**src/rtl/hmcp_pkg.sv**
```systemverilog
// Shared types, constants and helpers for the hex monitor command parser.
package hmcp_pkg;

   localparam int unsigned CHECKSUM_BYTES = 2;
   localparam logic [7:0]  ERROR_LIMIT    = 8'd128;

   localparam logic [2:0] KIND_WRITE      = 3'd0;
   localparam logic [2:0] KIND_DUMP_LINE  = 3'd1;
   localparam logic [2:0] KIND_DUMP_RANGE = 3'd2;
   localparam logic [2:0] KIND_EXECUTE    = 3'd3;
   localparam logic [2:0] KIND_ERROR      = 3'd4;

   localparam logic CAUSE_BAD_COMMAND = 1'b0;
   localparam logic CAUSE_CHECKSUM    = 1'b1;

   localparam logic [7:0] CHAR_NEWLINE = 8'h0A;
   localparam logic [7:0] CHAR_SPACE   = 8'h20;
   localparam logic [7:0] CHAR_DASH    = 8'h2D;
   localparam logic [7:0] CHAR_DOT     = 8'h2E;
   localparam logic [7:0] CHAR_COLON   = 8'h3A;
   localparam logic [7:0] CHAR_UPPER_G = 8'h47;
   localparam logic [7:0] CHAR_LOWER_G = 8'h67;
   localparam logic [7:0] CHAR_UPPER_X = 8'h58;
   localparam logic [7:0] CHAR_LOWER_X = 8'h78;

   localparam logic [2:0] DIGITS_MAX = 3'd4;

   typedef enum logic [2:0] {
      MODE_IDLE,
      MODE_ADDR,
      MODE_RANGE,
      MODE_WRITE,
      MODE_CHECK,
      MODE_GO
   } mode_type;

   function automatic logic is_hex(input logic [7:0] c);
      return (c >= 8'h30 && c <= 8'h39) || (c >= 8'h41 && c <= 8'h46) ||
             (c >= 8'h61 && c <= 8'h66);
   endfunction

   function automatic logic [3:0] hex_value(input logic [7:0] c);
      logic [7:0] v;
      if (c <= 8'h39) begin
         v = c - 8'h30;
      end else if (c <= 8'h46) begin
         v = c - 8'h37;
      end else begin
         v = c - 8'h57;
      end
      return v[3:0];
   endfunction

endpackage

```
**src/rtl/hex_monitor_command_parser.sv**
```systemverilog
// Hex monitor command parser: one character in, at most one command out.
//
// Takes one ASCII character per transaction and turns the monitor command
// language into memory write, dump line, dump range, execute and error
// commands. A character is held in an input register and then decoded into
// the result register, so one character is taken every cycle while the
// result side is not stalled. While a
// finished result waits on rsp_ready the decoder holds, the input register
// takes at most one more character, and req_ready then stays low until the
// result is taken. Checksum errors count up to 128 and then report the limit
// as reached.
module hex_monitor_command_parser
   import hmcp_pkg::*;
(
   input  logic        clock,
   input  logic        reset,
   input  logic        req_valid,
   output logic        req_ready,
   input  logic [7:0]  req_char_in,
   output logic        rsp_valid,
   input  logic        rsp_ready,
   output logic [2:0]  rsp_kind,
   output logic [15:0] rsp_address,
   output logic [15:0] rsp_end_address,
   output logic [7:0]  rsp_data_byte,
   output logic        rsp_error_cause,
   output logic        rsp_error_limit_reached
);

   logic        in_valid_ff;
   logic [7:0]  char_ff;
   mode_type    mode_ff, mode_in;
   logic [15:0] cur_ff, cur_in;
   logic [15:0] wp_ff, wp_in;
   logic [15:0] acc_ff, acc_in;
   logic [2:0]  cnt_ff, cnt_in;
   logic [7:0]  cks0_ff, cks0_in;
   logic [7:0]  cks1_ff, cks1_in;
   logic        pos_ff, pos_in;
   logic [7:0]  mm_ff, mm_in;

   logic        rsp_valid_ff;
   logic [2:0]  kind_ff, kind_in;
   logic [15:0] addr_ff, addr_in;
   logic [15:0] end_ff, end_in;
   logic [7:0]  data_ff, data_in;
   logic        cause_ff, cause_in;
   logic        lim_ff, lim_in;
   logic        emit;

   logic        advance;
   logic        c_hex;
   logic [3:0]  c_val;
   logic [15:0] acc_push;
   logic [2:0]  cnt_push;
   logic        idle_sel;
   logic [15:0] cur_eff;
   logic [15:0] line_end;
   logic [7:0]  wr_byte;
   logic        wr_now;
   logic [7:0]  rd0, rd1;
   logic        sum_ok;

   assign advance   = in_valid_ff && (!rsp_valid_ff || rsp_ready);
   assign req_ready = !in_valid_ff || advance;

   assign c_hex    = is_hex(char_ff);
   assign c_val    = hex_value(char_ff);
   assign acc_push = {acc_ff[11:0], c_val};
   assign cnt_push = cnt_ff + 3'd1;
   assign cur_eff  = (mode_ff == MODE_ADDR) ? acc_ff : cur_ff;
   assign line_end = cur_eff | 16'h0007;

   assign idle_sel = (mode_ff == MODE_IDLE) || (mode_ff == MODE_ADDR && !c_hex) ||
                     (mode_ff != MODE_ADDR && mode_ff != MODE_RANGE &&
                      mode_ff != MODE_WRITE && mode_ff != MODE_CHECK &&
                      mode_ff != MODE_GO);

   assign wr_now  = (mode_ff == MODE_WRITE) && (c_hex ? (cnt_ff != 3'd0) : (cnt_ff != 3'd0));
   assign wr_byte = c_hex ? {acc_ff[3:0], c_val} : acc_ff[7:0];

   always_comb begin
      rd0 = acc_ff[7:0];
      rd1 = 8'h00;
      case (cnt_ff)
         3'd3: begin
            rd0 = acc_ff[11:4];
            rd1 = {4'h0, acc_ff[3:0]};
         end
         3'd4: begin
            rd0 = acc_ff[15:8];
            rd1 = acc_ff[7:0];
         end
         default: begin
            rd0 = acc_ff[7:0];
            rd1 = 8'h00;
         end
      endcase
   end

   assign sum_ok = (rd0 == cks0_ff) && ((CHECKSUM_BYTES < 2) || (rd1 == cks1_ff));

   // next mode
   always_comb begin
      mode_in = mode_ff;
      if (idle_sel) begin
         mode_in = MODE_IDLE;
         if (c_hex) begin
            mode_in = MODE_ADDR;
         end else if (char_ff == CHAR_DOT) begin
            mode_in = MODE_RANGE;
         end else if (char_ff == CHAR_DASH || char_ff == CHAR_COLON) begin
            mode_in = MODE_WRITE;
         end else if (char_ff == CHAR_UPPER_G || char_ff == CHAR_LOWER_G) begin
            mode_in = MODE_GO;
         end
      end else begin
         unique case (mode_ff)
            MODE_ADDR: begin
               if (cnt_push >= DIGITS_MAX) mode_in = MODE_IDLE;
            end
            MODE_RANGE, MODE_CHECK: begin
               if (!(c_hex && cnt_ff < DIGITS_MAX)) mode_in = MODE_IDLE;
            end
            MODE_WRITE: begin
               if (!c_hex && char_ff != CHAR_SPACE) begin
                  mode_in = (char_ff == CHAR_UPPER_X || char_ff == CHAR_LOWER_X) ?
                            MODE_CHECK : MODE_IDLE;
               end
            end
            MODE_GO: begin
               if (char_ff == CHAR_NEWLINE) mode_in = MODE_IDLE;
            end
            default: mode_in = MODE_IDLE;
         endcase
      end
   end

   // datapath and result
   always_comb begin
      cur_in   = cur_ff;
      wp_in    = wp_ff;
      acc_in   = acc_ff;
      cnt_in   = cnt_ff;
      cks0_in  = cks0_ff;
      cks1_in  = cks1_ff;
      pos_in   = pos_ff;
      mm_in    = mm_ff;
      emit     = 1'b0;
      kind_in  = KIND_WRITE;
      addr_in  = 16'h0000;
      end_in   = 16'h0000;
      data_in  = 8'h00;
      cause_in = CAUSE_BAD_COMMAND;
      lim_in   = 1'b0;
      if (idle_sel) begin
         cur_in = cur_eff;
         if (c_hex) begin
            acc_in = {12'h000, c_val};
            cnt_in = 3'd1;
         end else if (char_ff == CHAR_NEWLINE) begin
            emit    = 1'b1;
            kind_in = KIND_DUMP_LINE;
            addr_in = cur_eff;
            end_in  = line_end;
            cur_in  = line_end + 16'd1;
         end else if (char_ff == CHAR_DOT) begin
            acc_in = 16'h0000;
            cnt_in = 3'd0;
         end else if (char_ff == CHAR_DASH || char_ff == CHAR_COLON) begin
            wp_in   = cur_eff;
            cks0_in = 8'h00;
            cks1_in = 8'h00;
            pos_in  = 1'b0;
            acc_in  = 16'h0000;
            cnt_in  = 3'd0;
         end else if (char_ff == CHAR_UPPER_G || char_ff == CHAR_LOWER_G ||
                      char_ff == CHAR_SPACE) begin
            emit = 1'b0;
         end else begin
            emit     = 1'b1;
            kind_in  = KIND_ERROR;
            cause_in = CAUSE_BAD_COMMAND;
         end
      end else begin
         case (mode_ff)
            MODE_ADDR: begin
               acc_in = acc_push;
               cnt_in = cnt_push;
               if (cnt_push >= DIGITS_MAX) cur_in = acc_push;
            end
            MODE_RANGE: begin
               if (c_hex && cnt_ff < DIGITS_MAX) begin
                  acc_in = acc_push;
                  cnt_in = cnt_push;
               end else begin
                  emit    = 1'b1;
                  kind_in = KIND_DUMP_RANGE;
                  addr_in = cur_ff;
                  end_in  = acc_ff;
                  cur_in  = (acc_ff >= cur_ff || cur_ff == 16'hFFFF) ?
                            acc_ff + 16'd1 : cur_ff + 16'd1;
                  acc_in  = 16'h0000;
                  cnt_in  = 3'd0;
               end
            end
            MODE_WRITE: begin
               if (c_hex) begin
                  acc_in = acc_push;
                  cnt_in = cnt_push;
               end
               if (wr_now) begin
                  emit    = 1'b1;
                  kind_in = KIND_WRITE;
                  addr_in = wp_ff;
                  data_in = wr_byte;
                  if (pos_ff) begin
                     cks1_in = cks1_ff ^ wr_byte;
                  end else begin
                     cks0_in = cks0_ff ^ wr_byte;
                  end
                  pos_in = (CHECKSUM_BYTES > 1) ? ~pos_ff : 1'b0;
                  wp_in  = wp_ff + 16'd1;
                  acc_in = 16'h0000;
                  cnt_in = 3'd0;
               end
               if (!c_hex && char_ff != CHAR_SPACE) begin
                  if (char_ff == CHAR_UPPER_X || char_ff == CHAR_LOWER_X) begin
                     acc_in = 16'h0000;
                     cnt_in = 3'd0;
                  end else begin
                     cur_in = wp_in;
                  end
               end
            end
            MODE_CHECK: begin
               if (c_hex && cnt_ff < DIGITS_MAX) begin
                  acc_in = acc_push;
                  cnt_in = cnt_push;
               end else begin
                  acc_in = 16'h0000;
                  cnt_in = 3'd0;
                  if (sum_ok) begin
                     cur_in = wp_ff;
                  end else begin
                     emit     = 1'b1;
                     kind_in  = KIND_ERROR;
                     cause_in = CAUSE_CHECKSUM;
                     if (mm_ff >= ERROR_LIMIT) begin
                        lim_in = 1'b1;
                     end else begin
                        mm_in = mm_ff + 8'd1;
                     end
                  end
               end
            end
            MODE_GO: begin
               if (char_ff == CHAR_NEWLINE) begin
                  emit    = 1'b1;
                  kind_in = KIND_EXECUTE;
                  addr_in = cur_ff;
               end
            end
            default: begin
               emit = 1'b0;
            end
         endcase
      end
   end

   always_ff @(posedge clock) begin
      if (reset) begin
         in_valid_ff <= 1'b0;
      end else if (req_ready) begin
         in_valid_ff <= req_valid;
      end
   end

   always_ff @(posedge clock) begin
      if (req_ready && req_valid) begin
         char_ff <= req_char_in;
      end
   end

   always_ff @(posedge clock) begin
      if (reset) begin
         mode_ff <= MODE_IDLE;
         cur_ff  <= 16'h0000;
         wp_ff   <= 16'h0000;
         acc_ff  <= 16'h0000;
         cnt_ff  <= 3'd0;
         cks0_ff <= 8'h00;
         cks1_ff <= 8'h00;
         pos_ff  <= 1'b0;
         mm_ff   <= 8'h00;
      end else if (advance) begin
         mode_ff <= mode_in;
         cur_ff  <= cur_in;
         wp_ff   <= wp_in;
         acc_ff  <= acc_in;
         cnt_ff  <= cnt_in;
         cks0_ff <= cks0_in;
         cks1_ff <= cks1_in;
         pos_ff  <= pos_in;
         mm_ff   <= mm_in;
      end
   end

   always_ff @(posedge clock) begin
      if (reset) begin
         rsp_valid_ff <= 1'b0;
      end else if (advance) begin
         rsp_valid_ff <= emit;
      end else if (rsp_ready) begin
         rsp_valid_ff <= 1'b0;
      end
   end

   always_ff @(posedge clock) begin
      if (advance && emit) begin
         kind_ff  <= kind_in;
         addr_ff  <= addr_in;
         end_ff   <= end_in;
         data_ff  <= data_in;
         cause_ff <= cause_in;
         lim_ff   <= lim_in;
      end
   end

   assign rsp_valid               = rsp_valid_ff;
   assign rsp_kind                = kind_ff;
   assign rsp_address             = addr_ff;
   assign rsp_end_address         = end_ff;
   assign rsp_data_byte           = data_ff;
   assign rsp_error_cause         = cause_ff;
   assign rsp_error_limit_reached = lim_ff;

`ifndef SYNTHESIS
   a_digit_count: assert property (@(posedge clock) disable iff (reset)
      cnt_ff <= DIGITS_MAX)
      else $error("digit count above four");

   a_mismatch_bound: assert property (@(posedge clock) disable iff (reset)
      mm_ff <= ERROR_LIMIT)
      else $error("mismatch count above limit");

   a_limit_is_checksum: assert property (@(posedge clock) disable iff (reset)
      rsp_valid && rsp_error_limit_reached |->
         rsp_kind == KIND_ERROR && rsp_error_cause == CAUSE_CHECKSUM)
      else $error("limit flag on a result that is not a checksum error");

   a_dump_line_end: assert property (@(posedge clock) disable iff (reset)
      rsp_valid && rsp_kind == KIND_DUMP_LINE |->
         rsp_end_address == (rsp_address | 16'h0007))
      else $error("dump line end does not match start");
`endif

endmodule

```
**config.mk**
```make
export PLATFORM = sky130hd
export DESIGN_NAME = hex_monitor_command_parser
export DESIGN_NICKNAME = d
export VERILOG_FILES = /design/src/rtl/hmcp_pkg.sv /design/src/rtl/hex_monitor_command_parser.sv
export SDC_FILE = /design/constraint.sdc
export NUM_CORES = 1
export LEC_CHECK = 0
export BUFFER_PORTS_ARGS = -buffer_cell sky130_fd_sc_hd__buf_2
export CORE_MARGIN = 10
export CORE_UTILIZATION = 67
export CTS_CLUSTER_DIAMETER = 150
export DETAILED_ROUTE_END_ITERATION = 12
export HOLD_SLACK_MARGIN = 0.05
export PLACE_DENSITY = 0.95
export SLEW_MARGIN = 20
export SYNTH_ARGS = -nofsm -noshare
export SYNTH_HDL_FRONTEND = slang
export SYNTH_SLANG_ARGS = --single-unit
```
**constraint.sdc**
```tcl
create_clock -name clock -period 8.88 [get_ports clock]
set_input_delay 0 -clock clock [delete_from_list [all_inputs] [get_ports clock]]
set_output_delay 0 -clock clock [all_outputs]
set_load 0.02 [all_outputs]
```
==> results.yml <==
synthesis:
  synth_edf_count: 53
  ys_types: 79
  synthArstFlopShare_pct: 0
  synth-main-ff-cell: "dfxtp_1"
  synth_area_um2: 9430
  synth_cells: 1164
  ys_seq_elements: 134
  syn_nets: 1208
  yosysWarningCount: 0
  avgSynthCellArea_um2: 8.10
  seq_area_frac_synth_pct: 34.1
timing:
  rsz0062_at_grt: "no"
  fin_crit_sh_pct: 55.7
  period_minus_slack_ns: 4.95
  fmax_mhz: 202
  setup_viol: 0
  slew_headroom_pct: 32.4
  final.setup_skew_ns: 0.00947
  finalHoldViolCount: 0
  fin_ws_ns: 3.93
  drv_slew: 0
  fin_setup_tns_ns: 0
  tightest_slew_ns: 1.01
setup_path:
  critical_path_class: "register to register"
  worstPathMaxFanout: 25
  reg2reg_depth: 15
  reg2reg_slack_ns: 3.93
  startpoint: "acc_ff[5]"
  r2r_start: "acc_ff[5]"
  crit_arrival_ns: 5.28
  end_kind: "register"
  worst_ep_required_time_ns: 9.22
  reg2reg_to: "cur_ff[14]"
  endpoint: "cur_ff[14]"
  cp-start-kind: "register"
run_status:
  status: "complete, no violations"
cts:
  cts_tree: "done"
  root_buffer: "clkbuf_16"
  cts_buffers: 17
  cts_sinks: 134
  cts_resized: 0
  cts_hold_buf: 11
  htreeDepth: 4
  clock_latency_ns: 0.43
  path_clk_slew_ns: 0.06
  cts_buffer_depth: 2
  postCtsSetupBuffers: 0
global_routing:
  grt_pass1_wl_mm: 52.1
  first_global_vias: 9459
  grt_max_degree: 63
  globalRouteOverflowTotal: 0
  antenna_found_initial: 0
  grt.total_usage_pct: 33.0
detailed_routing:
  wl_per_cell_um: 24.3
  first_pass_iters: 6
  viasPerCell: 7.31
  drtIter0Drc: 2001
  drc: 0
  ant_nets: 0
  vias: 9982
  routed_wl_mm: 33.2
cells_and_area:
  drive_above_1_share_pct: 10.9
  finalInstanceArea_um2: 10400
  layout.nets: 1217
  area_growth_pct: 10.6
  diodes: 0
  fillerInstances: 960
placed_design:
  dpl.hpwl_mm: 22.5
  place_congestion: 1.03
  numPortBuffers: 58
  placed_cell_area_um2: 9680
  place_ws_ns: 4.09
run:
  maxCapViolCount: 0
floorplan:
  core_um2: 13800
  dieArea_um2: 19200
  rows: 43
  io_pins: 59
  die_h_um: 139
  start_util_pct: 68.2
  die_w_um: 139
worst_hold_path:
  hold_class: "primary input to register"
power_and_ir_drop:
  peakVddDrop_mv: 0.167
  p_per_area_nw_per_um2: 157
  p_leak_nw: 3.69
## worst max-delay path, stage by stage, from the launching register on
cell	delay (ns)
dfxtp_1	0.86
ha_1	0.38
a21oi_1	0.12
o21ai_0	0.11
a221oi_1	0.47
nand2_1	0.65
o21ai_0	0.40
ha_1	0.35
nand2_1	0.12
nor3_1	0.43
nand3_1	0.17
xnor2_1	0.16
nor2_1	0.05
a211oi_1	0.27
a211oi_1	0.08
a211oi_1	0.23
## power by group
group | switching, mW | leakage (nW) | internal, mW
Clock | 0.287 | 0.317 | 0.495
Sequential | 0.0204 | 1.15 | 0.657
Combinational | 0.123 | 2.22 | 0.0553
Total | 0.431 | 3.69 | 1.21
## metrics by stage
| step | total power [mW] | hold WS (ns) | std cells | utilization (%) |
|---|---|---|---|---|
| final | 1.64 | 0.229 | 1366 | 75.5 |
| after global routing | 1.67 | 0.254 | 1366 | 75.5 |
| after CTS | 1.62 | 0.216 | 1366 | 75.5 |
| after detailed placement | 0.856 | 0.178 | 1323 | 70.0 |
| after global placement | 0.853 | 0.178 | 1323 | 70.0 |
| after floorplan | 0.803 | 0.0989 | 1164 | - |
## cells in the mapped netlist, drive strengths merged (16+ instances only)
cell    number  area, um2
o21ai       78        390
a221o       17        170
nor3        25        125
nand3       37        185
nor2       158        593
a22oi       27        203
o22ai       16        100
buf         18        110
edfxtp      53       1590
a211oi      26        233
and3        22        143
xnor2       48        420
a21oi       77        385
or3         21        136
dfxtp       81       1620
inv         35        131
clkbuf      74        278
nand4       16        106
nand2       97        364
mux2i       25        250
ha          32        400
## metal layers
metal / part of all wire, % / global-route usage [%] / vias to the layer above
met5: 0 / 0 / -
met4: 7.1 / 20.2 / 0
met3: 12 / 7.29 / 250
met2: 46 / 54.3 / 898
met1: 35 / 38.3 / 4532
li1: - / - / 4302
## flip-flops by register name, summed over array words and instances, names as in the netlist, 8 cells and up
| name | count |
|---|---|
| acc_ff | 16 |
| rsp_end_address | 16 |
| cks0_ff | 8 |
| wp_ff | 16 |
| rsp_address | 16 |
| rsp_data_byte | 8 |
| cur_ff | 16 |
| char_ff | 8 |
| mm_ff | 8 |
| cks1_ff | 8 |
## cell families after synthesis
family,share of synthesized area [%]
flip-flops,34.1
XOR/XNOR,5.76
AND/OR/NAND/NOR,22.7
multiplexers,3.53
adder cells (fa/ha/maj),4.24
AO/OA/AOI/OAI,24.1
buffers and inverters,5.58
## placed cells by master, fill, tap and decap left out, drive strengths merged, types with 16 or more instances in the layout
cell,instances
a211oi,26
a21oi,77
a221o,17
a22oi,27
and3,22
buf,71
clkbuf,21
dfxtp,81
edfxtp,53
ha,32
inv,36
mux2i,25
nand2,97
nand3,37
nand4,16
nor2,158
nor3,25
o21ai,78
o22ai,16
or3,21
xnor2,48
## worst min-delay path by stage
stage / start / end / slack [ns] / cells after the start
6_report: reset / mm_ff[1] / 0.23 / 3
5_1_grt: reset / mm_ff[4] / 0.25 / 3
4_1_cts: reset / mm_ff[2] / 0.22 / 3
3_5_place_dp: req_char_in[4] / char_ff[4] / 0.18 / 1
3_3_place_gp: req_char_in[2] / char_ff[2] / 0.18 / 1
2_1_floorplan: req_char_in[0] / char_ff[0] / 0.1 / 0
## area by class of cell
type / count / area [um2] / share of cell area (%)
sequential: 134 / 3210 / 30.8
clock inverter: 11 / 171 / 1.64
tap: 180 / 225 / 2.16
inverter: 37 / 139 / 1.33
timing repair buffer: 82 / 498 / 4.77
clock buffer: 21 / 472 / 4.52
multi-input combinational: 901 / 5720 / 54.8
No activity file was read; power rests on OpenSTA's default activity.
